--- config.mk ---
export PLATFORM = sky130hd
export DESIGN_NAME = xy_vector_line_sampler_core_flat
export DESIGN_NICKNAME = d
export VERILOG_FILES = /design/src/design/xvls_pkg.sv /design/src/design/xvls_in_if.sv /design/src/design/xvls_out_if.sv /design/src/design/xvls_div.sv /design/src/design/xvls_front.sv /design/src/design/xvls_fifo.sv /design/src/design/xvls_back.sv /design/src/design/xy_vector_line_sampler_core.sv /design/src/flat_wrapper.sv
export SDC_FILE = /design/constraint.sdc
export NUM_CORES = 2
export LEC_CHECK = 0
export ABC_CLOCK_PERIOD_IN_PS = 15700
export BUFFER_PORTS_ARGS = -buffer_cell sky130_fd_sc_hd__buf_2
export CELL_PAD_IN_SITES_DETAIL_PLACEMENT = 2
export CELL_PAD_IN_SITES_GLOBAL_PLACEMENT = 2
export CORE_MARGIN = 2
export CORE_UTILIZATION = 47
export DETAILED_ROUTE_END_ITERATION = 7
export PLACE_DENSITY_LB_ADDON = 0.1
export SLEW_MARGIN = 20
export SYNTH_ARGS = -nofsm -noshare
export SYNTH_HDL_FRONTEND = slang
export SYNTH_HIERARCHICAL = 1
export SYNTH_SLANG_ARGS = --single-unit
--- constraint.sdc ---
create_clock -name i_clk -period 15.7 [get_ports i_clk]
set_clock_uncertainty 0.1 [all_clocks]
set_input_delay 1.57 -clock i_clk [delete_from_list [all_inputs] [get_ports i_clk]]
set_output_delay 1.57 -clock i_clk [all_outputs]
set_load 0.02 [all_outputs]
--- src/design/xvls_pkg.sv ---
`default_nettype none
package xvls_pkg;

    localparam int COORD_W     = 16;
    localparam int GAIN_W      = 15;
    localparam int CNT_W       = 7;
    localparam int FRAC_BITS   = 14;
    localparam int MAX_SAMPLES = 64;
    localparam int PROD_W      = COORD_W + GAIN_W;
    localparam int SHIFT_W     = PROD_W - FRAC_BITS;
    localparam int DIV_STEPS   = COORD_W;
    localparam int STEP_W      = $clog2(DIV_STEPS);
    localparam int FIFO_DEPTH  = 2;
    localparam int FIFO_PTR_W  = $clog2(FIFO_DEPTH);
    localparam int CFG_IDX_W   = 2;

    localparam logic [CFG_IDX_W-1:0] CFG_SAMPLES = 2'd0;
    localparam logic [CFG_IDX_W-1:0] CFG_X_GAIN  = 2'd1;
    localparam logic [CFG_IDX_W-1:0] CFG_Y_GAIN  = 2'd2;

    localparam logic [CNT_W-1:0]  RST_SAMPLES = CNT_W'(20);
    localparam logic [GAIN_W-1:0] RST_X_GAIN  = GAIN_W'(30000);
    localparam logic [GAIN_W-1:0] RST_Y_GAIN  = GAIN_W'(16000);

    typedef enum logic [1:0] {
        FS_IDLE,
        FS_DIV,
        FS_PUSH
    } t_front_state;

    typedef struct packed {
        logic signed [COORD_W-1:0] sx;
        logic signed [COORD_W-1:0] sy;
        logic                      neg_x;
        logic                      neg_y;
        logic [COORD_W-1:0]        qx;
        logic [COORD_W-1:0]        qy;
        logic [CNT_W-1:0]          rx;
        logic [CNT_W-1:0]          ry;
        logic [CNT_W-1:0]          n;
    } t_seg;

    // floor shift by FRAC_BITS, then clamp to signed COORD_W
    function automatic logic signed [COORD_W-1:0] scale_sat(
        input logic signed [PROD_W-1:0] p
    );
        logic [SHIFT_W-1:0]        s;
        logic signed [COORD_W-1:0] res;
        s = p[PROD_W-1:FRAC_BITS];
        if (!s[SHIFT_W-1] && (|s[SHIFT_W-2:COORD_W-1])) begin
            res = {1'b0, {(COORD_W-1){1'b1}}};
        end else if (s[SHIFT_W-1] && !(&s[SHIFT_W-2:COORD_W-1])) begin
            res = {1'b1, {(COORD_W-1){1'b0}}};
        end else begin
            res = s[COORD_W-1:0];
        end
        return res;
    endfunction

endpackage
`default_nettype wire

--- src/design/xvls_in_if.sv ---
`default_nettype none
interface xvls_in_if;
    logic                               valid;
    logic                               ready;
    logic signed [xvls_pkg::COORD_W-1:0] start_x;
    logic signed [xvls_pkg::COORD_W-1:0] start_y;
    logic signed [xvls_pkg::COORD_W-1:0] end_x;
    logic signed [xvls_pkg::COORD_W-1:0] end_y;

    modport source (output valid, start_x, start_y, end_x, end_y, input ready);
    modport sink   (input valid, start_x, start_y, end_x, end_y, output ready);
endinterface
`default_nettype wire

--- src/design/xvls_out_if.sv ---
`default_nettype none
interface xvls_out_if;
    logic                               valid;
    logic                               ready;
    logic signed [xvls_pkg::COORD_W-1:0] defl_x;
    logic signed [xvls_pkg::COORD_W-1:0] defl_y;
    logic                               last;

    modport source (output valid, defl_x, defl_y, last, input ready);
    modport sink   (input valid, defl_x, defl_y, last, output ready);
endinterface
`default_nettype wire

--- src/design/xvls_div.sv ---
`default_nettype none
// restoring divider, one quotient bit per step
module xvls_div (
    input  wire logic                          i_clk,
    input  wire logic                          i_load,
    input  wire logic                          i_step,
    input  wire logic [xvls_pkg::COORD_W-1:0]  i_dividend,
    input  wire logic [xvls_pkg::CNT_W-1:0]    i_divisor,
    output logic      [xvls_pkg::COORD_W-1:0]  o_quotient,
    output logic      [xvls_pkg::CNT_W-1:0]    o_remainder
);
    logic [xvls_pkg::COORD_W-1:0] r_quo, n_quo;
    logic [xvls_pkg::CNT_W-1:0]   r_rem, n_rem;
    logic [xvls_pkg::CNT_W-1:0]   r_div;
    logic [xvls_pkg::CNT_W:0]     trial;
    logic [xvls_pkg::CNT_W:0]     diff;
    logic                         ge;

    always_comb begin
        trial = {r_rem, r_quo[xvls_pkg::COORD_W-1]};
        ge    = trial >= {1'b0, r_div};
        diff  = trial - {1'b0, r_div};
        n_rem = ge ? diff[xvls_pkg::CNT_W-1:0] : trial[xvls_pkg::CNT_W-1:0];
        n_quo = {r_quo[xvls_pkg::COORD_W-2:0], ge};
    end

    always_ff @(posedge i_clk) begin
        if (i_load) begin
            r_quo <= i_dividend;
            r_rem <= '0;
            r_div <= i_divisor;
        end else if (i_step) begin
            r_quo <= n_quo;
            r_rem <= n_rem;
        end
    end

    assign o_quotient  = r_quo;
    assign o_remainder = r_rem;
endmodule
`default_nettype wire

--- src/design/xvls_front.sv ---
`default_nettype none
// accepts a segment, computes |delta|/n per axis
module xvls_front (
    input  wire logic                        i_clk,
    input  wire logic                        i_rst_n,
    xvls_in_if.sink                          i_in,
    input  wire logic [xvls_pkg::CNT_W-1:0]  i_samples_per_line,
    input  wire logic                        i_full,
    output logic                             o_push,
    output xvls_pkg::t_seg                   o_seg
);
    xvls_pkg::t_front_state r_state, n_state;
    logic [xvls_pkg::STEP_W-1:0]  r_step;
    logic signed [xvls_pkg::COORD_W-1:0] r_sx, r_sy;
    logic                         r_neg_x, r_neg_y;
    logic [xvls_pkg::CNT_W-1:0]   r_n;
    logic [xvls_pkg::CNT_W-1:0]   n_clamped;
    logic [xvls_pkg::COORD_W:0]   dx, dy, dx_neg, dy_neg;
    logic [xvls_pkg::COORD_W-1:0] abs_x, abs_y;
    logic                         accept;
    logic                         div_step;
    logic                         step_last;
    logic [xvls_pkg::COORD_W-1:0] qx, qy;
    logic [xvls_pkg::CNT_W-1:0]   rx, ry;

    always_comb begin
        if (i_samples_per_line == '0) begin
            n_clamped = xvls_pkg::CNT_W'(1);
        end else if (i_samples_per_line > xvls_pkg::CNT_W'(xvls_pkg::MAX_SAMPLES)) begin
            n_clamped = xvls_pkg::CNT_W'(xvls_pkg::MAX_SAMPLES);
        end else begin
            n_clamped = i_samples_per_line;
        end
        dx     = {i_in.end_x[xvls_pkg::COORD_W-1], i_in.end_x}
               - {i_in.start_x[xvls_pkg::COORD_W-1], i_in.start_x};
        dy     = {i_in.end_y[xvls_pkg::COORD_W-1], i_in.end_y}
               - {i_in.start_y[xvls_pkg::COORD_W-1], i_in.start_y};
        dx_neg = -dx;
        dy_neg = -dy;
        abs_x  = dx[xvls_pkg::COORD_W] ? dx_neg[xvls_pkg::COORD_W-1:0]
                                       : dx[xvls_pkg::COORD_W-1:0];
        abs_y  = dy[xvls_pkg::COORD_W] ? dy_neg[xvls_pkg::COORD_W-1:0]
                                       : dy[xvls_pkg::COORD_W-1:0];
    end

    // next state
    always_comb begin
        step_last = r_step == xvls_pkg::STEP_W'(xvls_pkg::DIV_STEPS - 1);
        n_state   = r_state;
        case (r_state)
            xvls_pkg::FS_IDLE: begin
                if (i_in.valid) n_state = xvls_pkg::FS_DIV;
            end
            xvls_pkg::FS_DIV: begin
                if (step_last) n_state = xvls_pkg::FS_PUSH;
            end
            xvls_pkg::FS_PUSH: begin
                if (!i_full) n_state = xvls_pkg::FS_IDLE;
            end
            default: n_state = xvls_pkg::FS_IDLE;
        endcase
    end

    // outputs
    always_comb begin
        i_in.ready = 1'b0;
        div_step   = 1'b0;
        o_push     = 1'b0;
        case (r_state)
            xvls_pkg::FS_IDLE: i_in.ready = 1'b1;
            xvls_pkg::FS_DIV:  div_step   = 1'b1;
            xvls_pkg::FS_PUSH: o_push     = !i_full;
            default: begin
                i_in.ready = 1'b0;
            end
        endcase
        accept = i_in.valid && i_in.ready;
    end

    always_ff @(posedge i_clk) begin
        if (!i_rst_n) begin
            r_state <= xvls_pkg::FS_IDLE;
            r_step  <= '0;
        end else begin
            r_state <= n_state;
            if (accept) begin
                r_step <= '0;
            end else if (div_step) begin
                r_step <= r_step + xvls_pkg::STEP_W'(1);
            end
        end
    end

    always_ff @(posedge i_clk) begin
        if (accept) begin
            r_sx    <= i_in.start_x;
            r_sy    <= i_in.start_y;
            r_neg_x <= dx[xvls_pkg::COORD_W];
            r_neg_y <= dy[xvls_pkg::COORD_W];
            r_n     <= n_clamped;
        end
    end

    xvls_div u_div_x (
        .i_clk       (i_clk),
        .i_load      (accept),
        .i_step      (div_step),
        .i_dividend  (abs_x),
        .i_divisor   (n_clamped),
        .o_quotient  (qx),
        .o_remainder (rx)
    );

    xvls_div u_div_y (
        .i_clk       (i_clk),
        .i_load      (accept),
        .i_step      (div_step),
        .i_dividend  (abs_y),
        .i_divisor   (n_clamped),
        .o_quotient  (qy),
        .o_remainder (ry)
    );

    always_comb begin
        o_seg.sx    = r_sx;
        o_seg.sy    = r_sy;
        o_seg.neg_x = r_neg_x;
        o_seg.neg_y = r_neg_y;
        o_seg.qx    = qx;
        o_seg.qy    = qy;
        o_seg.rx    = rx;
        o_seg.ry    = ry;
        o_seg.n     = r_n;
    end
endmodule
`default_nettype wire

--- src/design/xvls_fifo.sv ---
`default_nettype none
module xvls_fifo (
    input  wire logic   i_clk,
    input  wire logic   i_rst_n,
    input  wire logic   i_push,
    input  wire xvls_pkg::t_seg i_data,
    input  wire logic   i_pop,
    output xvls_pkg::t_seg o_data,
    output logic        o_full,
    output logic        o_empty
);
    xvls_pkg::t_seg r_mem [xvls_pkg::FIFO_DEPTH];
    logic [xvls_pkg::FIFO_PTR_W-1:0] r_wp, r_rp;
    logic [xvls_pkg::FIFO_PTR_W:0]   r_cnt;

    assign o_full  = r_cnt == (xvls_pkg::FIFO_PTR_W+1)'(xvls_pkg::FIFO_DEPTH);
    assign o_empty = r_cnt == '0;
    assign o_data  = r_mem[r_rp];

    always_ff @(posedge i_clk) begin
        if (!i_rst_n) begin
            r_wp  <= '0;
            r_rp  <= '0;
            r_cnt <= '0;
        end else begin
            if (i_push) r_wp <= r_wp + xvls_pkg::FIFO_PTR_W'(1);
            if (i_pop)  r_rp <= r_rp + xvls_pkg::FIFO_PTR_W'(1);
            if (i_push && !i_pop) begin
                r_cnt <= r_cnt + (xvls_pkg::FIFO_PTR_W+1)'(1);
            end else if (i_pop && !i_push) begin
                r_cnt <= r_cnt - (xvls_pkg::FIFO_PTR_W+1)'(1);
            end
        end
    end

    always_ff @(posedge i_clk) begin
        if (i_push) r_mem[r_wp] <= i_data;
    end
endmodule
`default_nettype wire

--- src/design/xvls_back.sv ---
`default_nettype none
// steps quotient/remainder per sample, then scale and saturate
module xvls_back (
    input  wire logic                         i_clk,
    input  wire logic                         i_rst_n,
    input  wire logic                         i_empty,
    input  wire xvls_pkg::t_seg               i_seg,
    output logic                              o_pop,
    output logic                              o_busy,
    input  wire logic [xvls_pkg::GAIN_W-1:0]  i_x_gain,
    input  wire logic [xvls_pkg::GAIN_W-1:0]  i_y_gain,
    xvls_out_if.source                        o_out
);
    localparam int CW = xvls_pkg::COORD_W;
    localparam int NW = xvls_pkg::CNT_W;
    localparam int PW = xvls_pkg::PROD_W;

    xvls_pkg::t_seg  r_seg;
    logic            r_busy;
    logic [NW-1:0]   r_idx, idx_inc;
    logic [CW-1:0]   r_qx, r_qy;
    logic [NW-1:0]   r_rx, r_ry;
    logic            advance, gen, gen_last;
    logic [NW:0]     rx_sum, ry_sum, rx_sub, ry_sub;
    logic            wrap_x, wrap_y;
    logic [CW:0]     off_x, off_y, cx_sum, cy_sum;
    logic signed [CW-1:0] cx, cy;

    logic                 r_s1_v, r_s1_last;
    logic signed [CW-1:0] r_s1_cx, r_s1_cy;
    logic                 r_s2_v, r_s2_last;
    logic signed [PW-1:0] r_s2_px, r_s2_py;
    logic signed [PW-1:0] prod_x, prod_y;
    logic                 r_o_valid, r_o_last;
    logic signed [CW-1:0] r_o_x, r_o_y;

    always_comb begin
        advance  = !r_o_valid || o_out.ready;
        gen      = r_busy && advance;
        o_pop    = !r_busy && !i_empty;
        idx_inc  = r_idx + NW'(1);
        gen_last = idx_inc == r_seg.n;

        off_x  = r_seg.neg_x ? -{1'b0, r_qx} : {1'b0, r_qx};
        off_y  = r_seg.neg_y ? -{1'b0, r_qy} : {1'b0, r_qy};
        cx_sum = {r_seg.sx[CW-1], r_seg.sx} + off_x;
        cy_sum = {r_seg.sy[CW-1], r_seg.sy} + off_y;
        cx     = cx_sum[CW-1:0];
        cy     = cy_sum[CW-1:0];

        rx_sum = {1'b0, r_rx} + {1'b0, r_seg.rx};
        ry_sum = {1'b0, r_ry} + {1'b0, r_seg.ry};
        wrap_x = rx_sum >= {1'b0, r_seg.n};
        wrap_y = ry_sum >= {1'b0, r_seg.n};
        rx_sub = rx_sum - {1'b0, r_seg.n};
        ry_sub = ry_sum - {1'b0, r_seg.n};

        prod_x = PW'(r_s1_cx) * PW'($signed({1'b0, i_x_gain}));
        prod_y = PW'(r_s1_cy) * PW'($signed({1'b0, i_y_gain}));
    end

    always_ff @(posedge i_clk) begin
        if (!i_rst_n) begin
            r_busy    <= 1'b0;
            r_s1_v    <= 1'b0;
            r_s2_v    <= 1'b0;
            r_o_valid <= 1'b0;
        end else begin
            if (o_pop) begin
                r_busy <= 1'b1;
            end else if (gen && gen_last) begin
                r_busy <= 1'b0;
            end
            if (advance) begin
                r_s1_v    <= gen;
                r_s2_v    <= r_s1_v;
                r_o_valid <= r_s2_v;
            end
        end
    end

    always_ff @(posedge i_clk) begin
        if (o_pop) begin
            r_seg <= i_seg;
            r_idx <= '0;
            r_qx  <= '0;
            r_qy  <= '0;
            r_rx  <= '0;
            r_ry  <= '0;
        end else if (gen) begin
            r_idx <= idx_inc;
            r_qx  <= r_qx + r_seg.qx + CW'(wrap_x);
            r_qy  <= r_qy + r_seg.qy + CW'(wrap_y);
            r_rx  <= wrap_x ? rx_sub[NW-1:0] : rx_sum[NW-1:0];
            r_ry  <= wrap_y ? ry_sub[NW-1:0] : ry_sum[NW-1:0];
        end
        if (advance) begin
            r_s1_cx   <= cx;
            r_s1_cy   <= cy;
            r_s1_last <= gen_last;
            r_s2_px   <= prod_x;
            r_s2_py   <= prod_y;
            r_s2_last <= r_s1_last;
            r_o_x     <= xvls_pkg::scale_sat(r_s2_px);
            r_o_y     <= xvls_pkg::scale_sat(r_s2_py);
            r_o_last  <= r_s2_last;
        end
    end

    assign o_busy       = r_busy;
    assign o_out.valid  = r_o_valid;
    assign o_out.defl_x = r_o_x;
    assign o_out.defl_y = r_o_y;
    assign o_out.last   = r_o_last;
endmodule
`default_nettype wire

--- src/design/xy_vector_line_sampler_core.sv ---
// Flow: a segment is taken, divided in FS_DIV, then queued once the queue has room;
//   its samples pass stages s1, s2 and the output register once the back end pops it.
// Throughput: the front end takes no new segment until its last is queued; unstalled,
//   the back end emits one sample per cycle, n per segment (n = clamped count).
// Reset: synchronous, active low; queue and pipeline empty, registers 20/30000/16000.
`default_nettype none
module xy_vector_line_sampler_core (
    input  wire logic                            i_clk,
    input  wire logic                            i_rst_n,
    xvls_in_if.sink                              i_in,
    xvls_out_if.source                           o_out,
    input  wire logic                            i_cfg_we,
    input  wire logic [xvls_pkg::CFG_IDX_W-1:0]  i_cfg_idx,
    input  wire logic [xvls_pkg::GAIN_W-1:0]     i_cfg_data
);
    logic [xvls_pkg::CNT_W-1:0]  r_samples_per_line;
    logic [xvls_pkg::GAIN_W-1:0] r_x_gain, r_y_gain;
    xvls_pkg::t_seg push_seg, pop_seg;
    logic push, pop, full, empty, busy;

    always_ff @(posedge i_clk) begin
        if (!i_rst_n) begin
            r_samples_per_line <= xvls_pkg::RST_SAMPLES;
            r_x_gain           <= xvls_pkg::RST_X_GAIN;
            r_y_gain           <= xvls_pkg::RST_Y_GAIN;
        end else if (i_cfg_we) begin
            case (i_cfg_idx)
                xvls_pkg::CFG_SAMPLES: r_samples_per_line <= i_cfg_data[xvls_pkg::CNT_W-1:0];
                xvls_pkg::CFG_X_GAIN:  r_x_gain <= i_cfg_data;
                xvls_pkg::CFG_Y_GAIN:  r_y_gain <= i_cfg_data;
                default: begin
                end
            endcase
        end
    end

    xvls_front u_front (
        .i_clk              (i_clk),
        .i_rst_n            (i_rst_n),
        .i_in               (i_in),
        .i_samples_per_line (r_samples_per_line),
        .i_full             (full),
        .o_push             (push),
        .o_seg              (push_seg)
    );

    xvls_fifo u_fifo (
        .i_clk   (i_clk),
        .i_rst_n (i_rst_n),
        .i_push  (push),
        .i_data  (push_seg),
        .i_pop   (pop),
        .o_data  (pop_seg),
        .o_full  (full),
        .o_empty (empty)
    );

    xvls_back u_back (
        .i_clk    (i_clk),
        .i_rst_n  (i_rst_n),
        .i_empty  (empty),
        .i_seg    (pop_seg),
        .o_pop    (pop),
        .o_busy   (busy),
        .i_x_gain (r_x_gain),
        .i_y_gain (r_y_gain),
        .o_out    (o_out)
    );

    a_no_push_when_full: assert property (@(posedge i_clk) disable iff (!i_rst_n)
        push |-> !full) else $error("request queued into a full queue");

    a_no_pop_when_empty: assert property (@(posedge i_clk) disable iff (!i_rst_n)
        pop |-> !empty) else $error("request taken from an empty queue");

    a_pop_starts_back: assert property (@(posedge i_clk) disable iff (!i_rst_n)
        pop |=> busy) else $error("back end idle after taking a request");

    a_pop_only_idle: assert property (@(posedge i_clk) disable iff (!i_rst_n)
        pop |-> !busy) else $error("request taken while back end busy");
endmodule
`default_nettype wire

--- src/flat_wrapper.sv ---
// flat-port wrapper written by rule: the top's interface ports become plain ports
module xy_vector_line_sampler_core_flat 
  (i_clk, i_rst_n, i_cfg_we, i_cfg_idx, i_cfg_data, i_in_valid, i_in_start_x, i_in_start_y, i_in_end_x, i_in_end_y, i_in_ready, o_out_valid, o_out_defl_x, o_out_defl_y, o_out_last, o_out_ready);
  xvls_in_if i_in_i ();
  xvls_out_if o_out_i ();
  input  wire logic i_clk;
  input  wire logic i_rst_n;
  input  wire logic i_cfg_we;
  input  wire logic [xvls_pkg::CFG_IDX_W-1:0] i_cfg_idx;
  input  wire logic [xvls_pkg::GAIN_W-1:0] i_cfg_data;
  input wire logic [$bits(i_in_i.valid)-1:0] i_in_valid;
  input wire logic [$bits(i_in_i.start_x)-1:0] i_in_start_x;
  input wire logic [$bits(i_in_i.start_y)-1:0] i_in_start_y;
  input wire logic [$bits(i_in_i.end_x)-1:0] i_in_end_x;
  input wire logic [$bits(i_in_i.end_y)-1:0] i_in_end_y;
  output wire logic [$bits(i_in_i.ready)-1:0] i_in_ready;
  output wire logic [$bits(o_out_i.valid)-1:0] o_out_valid;
  output wire logic [$bits(o_out_i.defl_x)-1:0] o_out_defl_x;
  output wire logic [$bits(o_out_i.defl_y)-1:0] o_out_defl_y;
  output wire logic [$bits(o_out_i.last)-1:0] o_out_last;
  input wire logic [$bits(o_out_i.ready)-1:0] o_out_ready;
  assign i_in_i.valid = i_in_valid;
  assign i_in_i.start_x = i_in_start_x;
  assign i_in_i.start_y = i_in_start_y;
  assign i_in_i.end_x = i_in_end_x;
  assign i_in_i.end_y = i_in_end_y;
  assign i_in_ready = i_in_i.ready;
  assign o_out_valid = o_out_i.valid;
  assign o_out_defl_x = o_out_i.defl_x;
  assign o_out_defl_y = o_out_i.defl_y;
  assign o_out_last = o_out_i.last;
  assign o_out_i.ready = o_out_ready;
  xy_vector_line_sampler_core u_core (.i_clk(i_clk), .i_rst_n(i_rst_n), .i_in(i_in_i), .o_out(o_out_i), .i_cfg_we(i_cfg_we), .i_cfg_idx(i_cfg_idx), .i_cfg_data(i_cfg_data));
endmodule
* After elaboration in Yosys (flattened, before gate mapping)
Memory sizes are Yosys's and may differ from the RTL's. A register that Yosys moved wholly into a read port is not among the register bits.
Cells that the tools add are included.
** Word-level totals
- Register bits after elaboration :: 320
- RAM bits :: 174
- Output and inout port bits :: 35
- Word-level logic and storage cells :: 141
- Memories kept :: 1
** Memory list
- u_core.u_fifo.r_mem :: words 2, width 87, read ports 1, clocked after memory_dff 1, wr ports 1, RTL line xvls_fifo.sv:12 : xvls_pkg::t_seg r_mem [xvls_pkg::FIFO_DEPTH];
** Operators by class
- Add/sub/neg operators :: 24
- Multipliers :: 2
- Order comparisons :: 5
- Equal/unequal tests :: 10
- Multiplexer cells :: 28
- Bitwise gates (word level) :: 1
- Reduce and logical (&&, ||, !) cells :: 34
** Operators by type and width (count)
- $mux W16 :: 10
- $add A16 B16 Y16 :: 4
- $neg A16 Y16 :: 4
- $mul A16 B16 Y31 :: 2
- $mux W7 :: 5
- $sub A16 B16 Y17 :: 2
- $add A16 B1 Y16 :: 2
- $ge A8 B7 Y1 :: 4
- $sub A7 B7 Y7 :: 4
- $add A7 B7 Y8 :: 2
- $logic_and A1 B1 Y1 :: 10
- $logic_not A1 Y1 :: 10
- $mux W2 :: 5
- $add A7 B1 Y7 const B :: 1
- $eq A7 B7 Y1 :: 1
- $gt A7 B7 Y1 const B :: 1
- $logic_not A7 Y1 :: 1
- $mux W1 :: 7
- $eq A2 B2 Y1 const B :: 3
- $logic_not A2 Y1 :: 3
- $ne A2 B2 Y1 const B :: 3
- $pmux W2 S3 :: 1
- $reduce_and A2 Y1 :: 3
- $reduce_bool A2 Y1 :: 3
- 10 further kinds :: 13

* Logic depth before layout (Yosys ltp)
- Depth after elaboration :: 7
- Mapped depth :: 25
- Depth with buffers taken out :: 24

* By module
The synthesis kept the hierarchy.
** Modules (own cells, without submodules)
- xvls_back :: instances 1, cells an instance 3026, area an instance 29928.7 um2, sequential area each 6786.5 um2
- xvls_fifo :: instances 1, cells an instance 293, area an instance 6615.1 um2, sequential area each 5325.1 um2
- xvls_front :: instances 1, cells an instance 446, area an instance 4078.9 um2, sequential area each 1351.3 um2
- xvls_div :: instances 2, cells an instance 148, area an instance 1724.2 um2, sequential area each 830.8 um2
- xy_vector_line_sampler_core :: instances 1, cells an instance 149, area an instance 1503.9 um2, sequential area each 740.7 um2

* Least setup slack after synthesis
No wires, ideal clock.
- Kind :: reg2reg
- Start point :: register u_core.u_back.r_s1_cx[5]
- End point :: register u_core.u_back.r_s2_px[24] (data pin)
- Library setup time :: 0.262 ns
- Data arrival time :: 5.984 ns
- Data required time :: 15.338 ns
- Path slack :: 9.354 ns
- Stages on the path, launching flop included :: 23
- Buffers on the path :: 1
- Path through :: edfxtp_1 clkbuf_1 and2_1 fa_1 inv_1 fa_1 fa_1 fa_1 inv_1 fa_1 inv_1 fa_1 inv_1 ha_1 a21o_1 a21o_1 a21oi_1 o211ai_2 a2111oi_4 o31ai_2 a211oi_2 o21bai_1 xor2_1
** Between the ends
- Cells in the longest elaborated chain, start to end :: 1
** Ends and longest elaborated chain
- start: declaration :: RTL line xvls_back.sv:30 : logic signed [CW-1:0] r_s1_cx, r_s1_cy;
- start signal: assignment :: RTL line xvls_back.sv:98 : r_s1_cx <= cx;
- $mul A16 B16 Y31 :: RTL line xvls_back.sv:58 : prod_x = PW'(r_s1_cx) * PW'($signed({1'b0, i_x_gain}));
- named net u_core.u_back.prod_x[24] :: RTL line xvls_back.sv:33 : logic signed [PW-1:0] prod_x, prod_y;
- end signal: assignment :: RTL line xvls_back.sv:101 : r_s2_px <= prod_x;
- end: declaration :: RTL line xvls_back.sv:32 : logic signed [PW-1:0] r_s2_px, r_s2_py;
The timed path passes the listed nets, and every way through them passes these cells.
A chain may end at the register's enable or synchronous reset.

* Worst setup path in the final report
- Start point :: register u_core/r_y_gain[1] (netlist name)
- End point :: register u_core.u_back.r_s2_py[30] (data pin)
** Between the ends
- Cells in the longest elaborated chain, start to end :: 1
** Ends and longest elaborated chain
- start: declaration :: RTL line xy_vector_line_sampler_core.sv:17 : logic [xvls_pkg::GAIN_W-1:0] r_x_gain, r_y_gain;
- start signal: assignment :: RTL line xy_vector_line_sampler_core.sv:25 : r_y_gain <= xvls_pkg::RST_Y_GAIN;
- start signal: assignment :: RTL line xy_vector_line_sampler_core.sv:30 : xvls_pkg::CFG_Y_GAIN: r_y_gain <= i_cfg_data;
- $mul A16 B16 Y31 :: RTL line xvls_back.sv:59 : prod_y = PW'(r_s1_cy) * PW'($signed({1'b0, i_y_gain}));
- named net u_core.u_back.prod_y[30] :: RTL line xvls_back.sv:33
- end signal: assignment :: RTL line xvls_back.sv:102 : r_s2_py <= prod_y;
- end: declaration :: RTL line xvls_back.sv:32
The timed path passes the listed nets, and every way through them passes these cells.

==> run summary <==
The run finished with clean final reports. Setup slack closes at 8.545 ns. Category of the most critical setup path: flip-flop to flip-flop. The clock drives 568 sinks. In the final design database the tool counted 5139 nets. The number of different library cells in the post-synthesis netlist was 95.

The number of placed instances, taps included was 5473; the count of TritonRoute iterations in the first routing pass was 5. The first global-routing pass estimated 216800 um of wire. The number of max-capacitance violations reported came out at 0. Mean area per synthesized cell: 10.83 um^2. The number of top-level pins is 121.

The first routing iteration left 1569 violations. Detailed placement finished with a half-perimeter wire length of 101600 um. The run gives 8.569 ns as the worst slack at placement. The logs give 7.43 ns for the arrival time at the worst endpoint and 0 for the number of cells upsized or downsized after cts. For the effective utilization at floorplan, the log shows 47.27%. For this run, asynchronously set or reset flops after synthesis account for 0%. After synthesis the cells add up to 45570 um^2.

No sink is reached through more buffers than the 3 on the longest clock path. The post-detailed-route via-to-cell ratio is 5.533. The number of synthesized flops with an enable pin works out to 449. Entering global routing, the biggest net connects 65 pins. The number of nets in the synthesized netlist is 5081. The run gives 26530 um^2 as the area of the multi-input gates.

The initial antenna violation count was 6; the count of nets left with antenna violations after detail routing was 0. Input and output buffers added on the ports amount to 120. Leaving out fill and tap cells, the most frequent cell in the layout is inv_1. For the total global routing track utilization, the log shows 28.27%. In this run the vertical extent of the chip is 315.4 um. Clock tree synthesis selected as its root buffer the cell clkbuf_16.

Worst-path maximum fanout: 17. The total clock buffers created by CTS is 69. STA classifies the critical path startpoint as a flip-flop.

Timing would allow up to 139.8 MHz. At the pin with the least slew margin, the transition time is 1.122 ns. For the max-slew violation count, the log shows 0. Routability-driven placement finished with a final weighted congestion of 0.8221. For the worst setup path, the data required time is 15.98 ns. Placeable core region: 96420 um^2. Setup total negative slack on the finished layout was measured at 0 ns.

The floorplan has 114 rows. The final period demand of the worst path is 7.156 ns. The die is 315.4 um wide. Hold is met by 0.3286 ns. After detailed routing, the number of remaining DRC violations is 0. For this run, the leading register cell type out of synthesis is edfxtp_1. The H-tree generated during clock tree synthesis spans 3 levels.

Setup repair after global routing left no endpoint under its margin. Hold violation total from the final report: 0. The number of hold buffers added after CTS was 0. Once the clock tree was built, the setup fixing pass inserted 0 buffers. Setup violations remaining at the end of the flow were counted as 0. Clock-pin slew was measured on the worst setup and hold paths at 0.06 ns. The floorplan step defined a die boundary enclosing 99470 um^2.

The detailed router placed 30990 vias in this run. The fraction of layout instances using a drive strength above 1 came out at 9.787%. The library cells used most frequently in the layout, excluding fill and tap cells, are inv_1, fa_1, edfxtp_1, nand2_1, ha_1.

Summing all flip-flop and latch instances after layout gives 15870 um^2. The layout has 9709 filler cells. The signed area change from the synthesized netlist to the final layout is 8.631%, and the final cell count without fillers is 5600. The synthesized flop and latch total was 568; the clock latency reported for the late side of the worst-skew pair was 0.64 ns. The share of the Yosys chip area taken by registers is 34.81%.

In this run the tightest slew margin relative to its limit is 25.23%. After detailed routing, the average wire length per cell comes to 24.59 um. TritonCTS built the clock tree. The run gives 137700 um as the overall routed net length.

The kind of capture point of the worst setup path was a flip-flop. The final critical path takes up 45.58% of the cycle. Synthesis handed over a netlist of 4210 instances. The warning count from the yosys run came out at 6.

The tightest min-delay check is of the flip-flop to flip-flop type. For this run the aggregate overflow at the end of global routing stands at 0. For the via count of the first global-routing pass, the log shows 36340.
==> kinds of logic (layout without fill, tap and decap cells) <==
family | Yosys count | in the layout | synth area share, %
xor gates and xnor gates | 216 | 216 | 4.151
AOI/OAI and AO/OA | 506 | 506 | 7.627
adders and majority gates | 785 | 785 | 29.69
DFF | 568 | 568 | 34.81
and+or+nand+nor | 1158 | 1158 | 12.60
other | 0 | 2 | 0
muxes | 161 | 161 | 4.104
buffers and inverters | 816 | 928 | 7.017
==> path summary, 6_finish.rpt <==
kind / slack (ns) / from / depth (start not counted) / end
worst max-delay path: 8.54 / u_core/r_y_gain[1] / 20 / u_core/u_back/r_s2_py[30]
worst min-delay path: 0.33 / u_core/u_back/r_s1_last / 0 / u_core/u_back/r_s2_last
worst max register to register: 8.54 / u_core/r_y_gain[1] / 20 / u_core/u_back/r_s2_py[30]
worst min register to register: 0.33 / u_core/u_back/r_s1_last / 0 / u_core/u_back/r_s2_last
==> per-stage QoR <==
step                util [%]  cell area (um^2)
floorplan                  -             45580
global placement       48.97             47220
detailed placement     48.97             47220
CTS                    51.34             49500
global route           51.34             49500
finish                 51.35             49510
==> metal layers <==
layer  wire, um  part of all wire [%]  track usage [%]  vias to the layer above
met3       4729                   3.4            3.247                      218
met5          0                     0                0                        -
met4       3694                   2.7            8.391                        0
met2      71390                    52            51.03                      557
li1           -                     -                -                    13970
met1      57860                    42            35.60                    16240
==> synth_stat cells, types with 108 or more instances <==
cell      number  area share (%)
nor2_1       169             1.4
fa_1         494              22
ha_1         291             8.0
dfxtp_1      119             5.2
clkbuf_1     108            0.89
edfxtp_1     449              30
a21oi_1      118             1.3
and2_1       254             3.5
nand2_1      435             3.6
xnor2_1      152             2.9
inv_1        669             5.5
o21ai_0      114             1.3
==> flip-flops by register name, summed over array words and instances (netlist names), 15 cells and up, named ones only <==
name	flops
u_core/u_back/r_qx	16
u_core/r_x_gain	15
u_core/u_front/r_sx	16
u_core/u_front/r_sy	16
u_core/u_back/r_seg	87
u_core/u_back/r_qy	16
u_core/r_y_gain	15
u_core/u_back/r_s2_py	17
u_core/u_fifo/r_mem	174
u_core/u_front/u_div_x/o_quotient	16
u_core/u_back/r_s1_cy	16
u_core/u_back/o_out.defl_y	16
u_core/u_front/u_div_y/o_quotient	16
u_core/u_back/r_s1_cx	16
u_core/u_back/o_out.defl_x	16
u_core/u_back/r_s2_px	17
==> layout make-up <==
class	count	share of cell area (%)
Antenna cell	2	0.01011
Clock buffer	88	3.753
Clock inverter	37	0.8643
Inverter	669	5.087
Multi-Input combinational cell	2826	53.58
Sequential cell	568	32.05
Tap cell	1276	3.225
Timing Repair Buffer	134	1.425
==> worst max-delay path, cell delays in order (launching register included) <==
cell      delay, ns
dfxtp_1        0.78
nand2_1        0.29
fa_1           0.75
inv_1          0.16
fa_1           0.53
fa_1           0.45
fa_1           0.52
fa_1           0.50
inv_1          0.05
fa_1           0.48
inv_1          0.05
ha_1           0.32
o21ai_0        0.10
nor3_1         0.25
o21ai_1        0.14
o211a_1        0.15
o31a_1         0.38
a211oi_1       0.49
or3_1          0.19
a31oi_1        0.09
xnor2_1        0.13
Power is not shown: default switching activity piles up to over one toggle a cycle in this logic, so the estimate is an artifact.
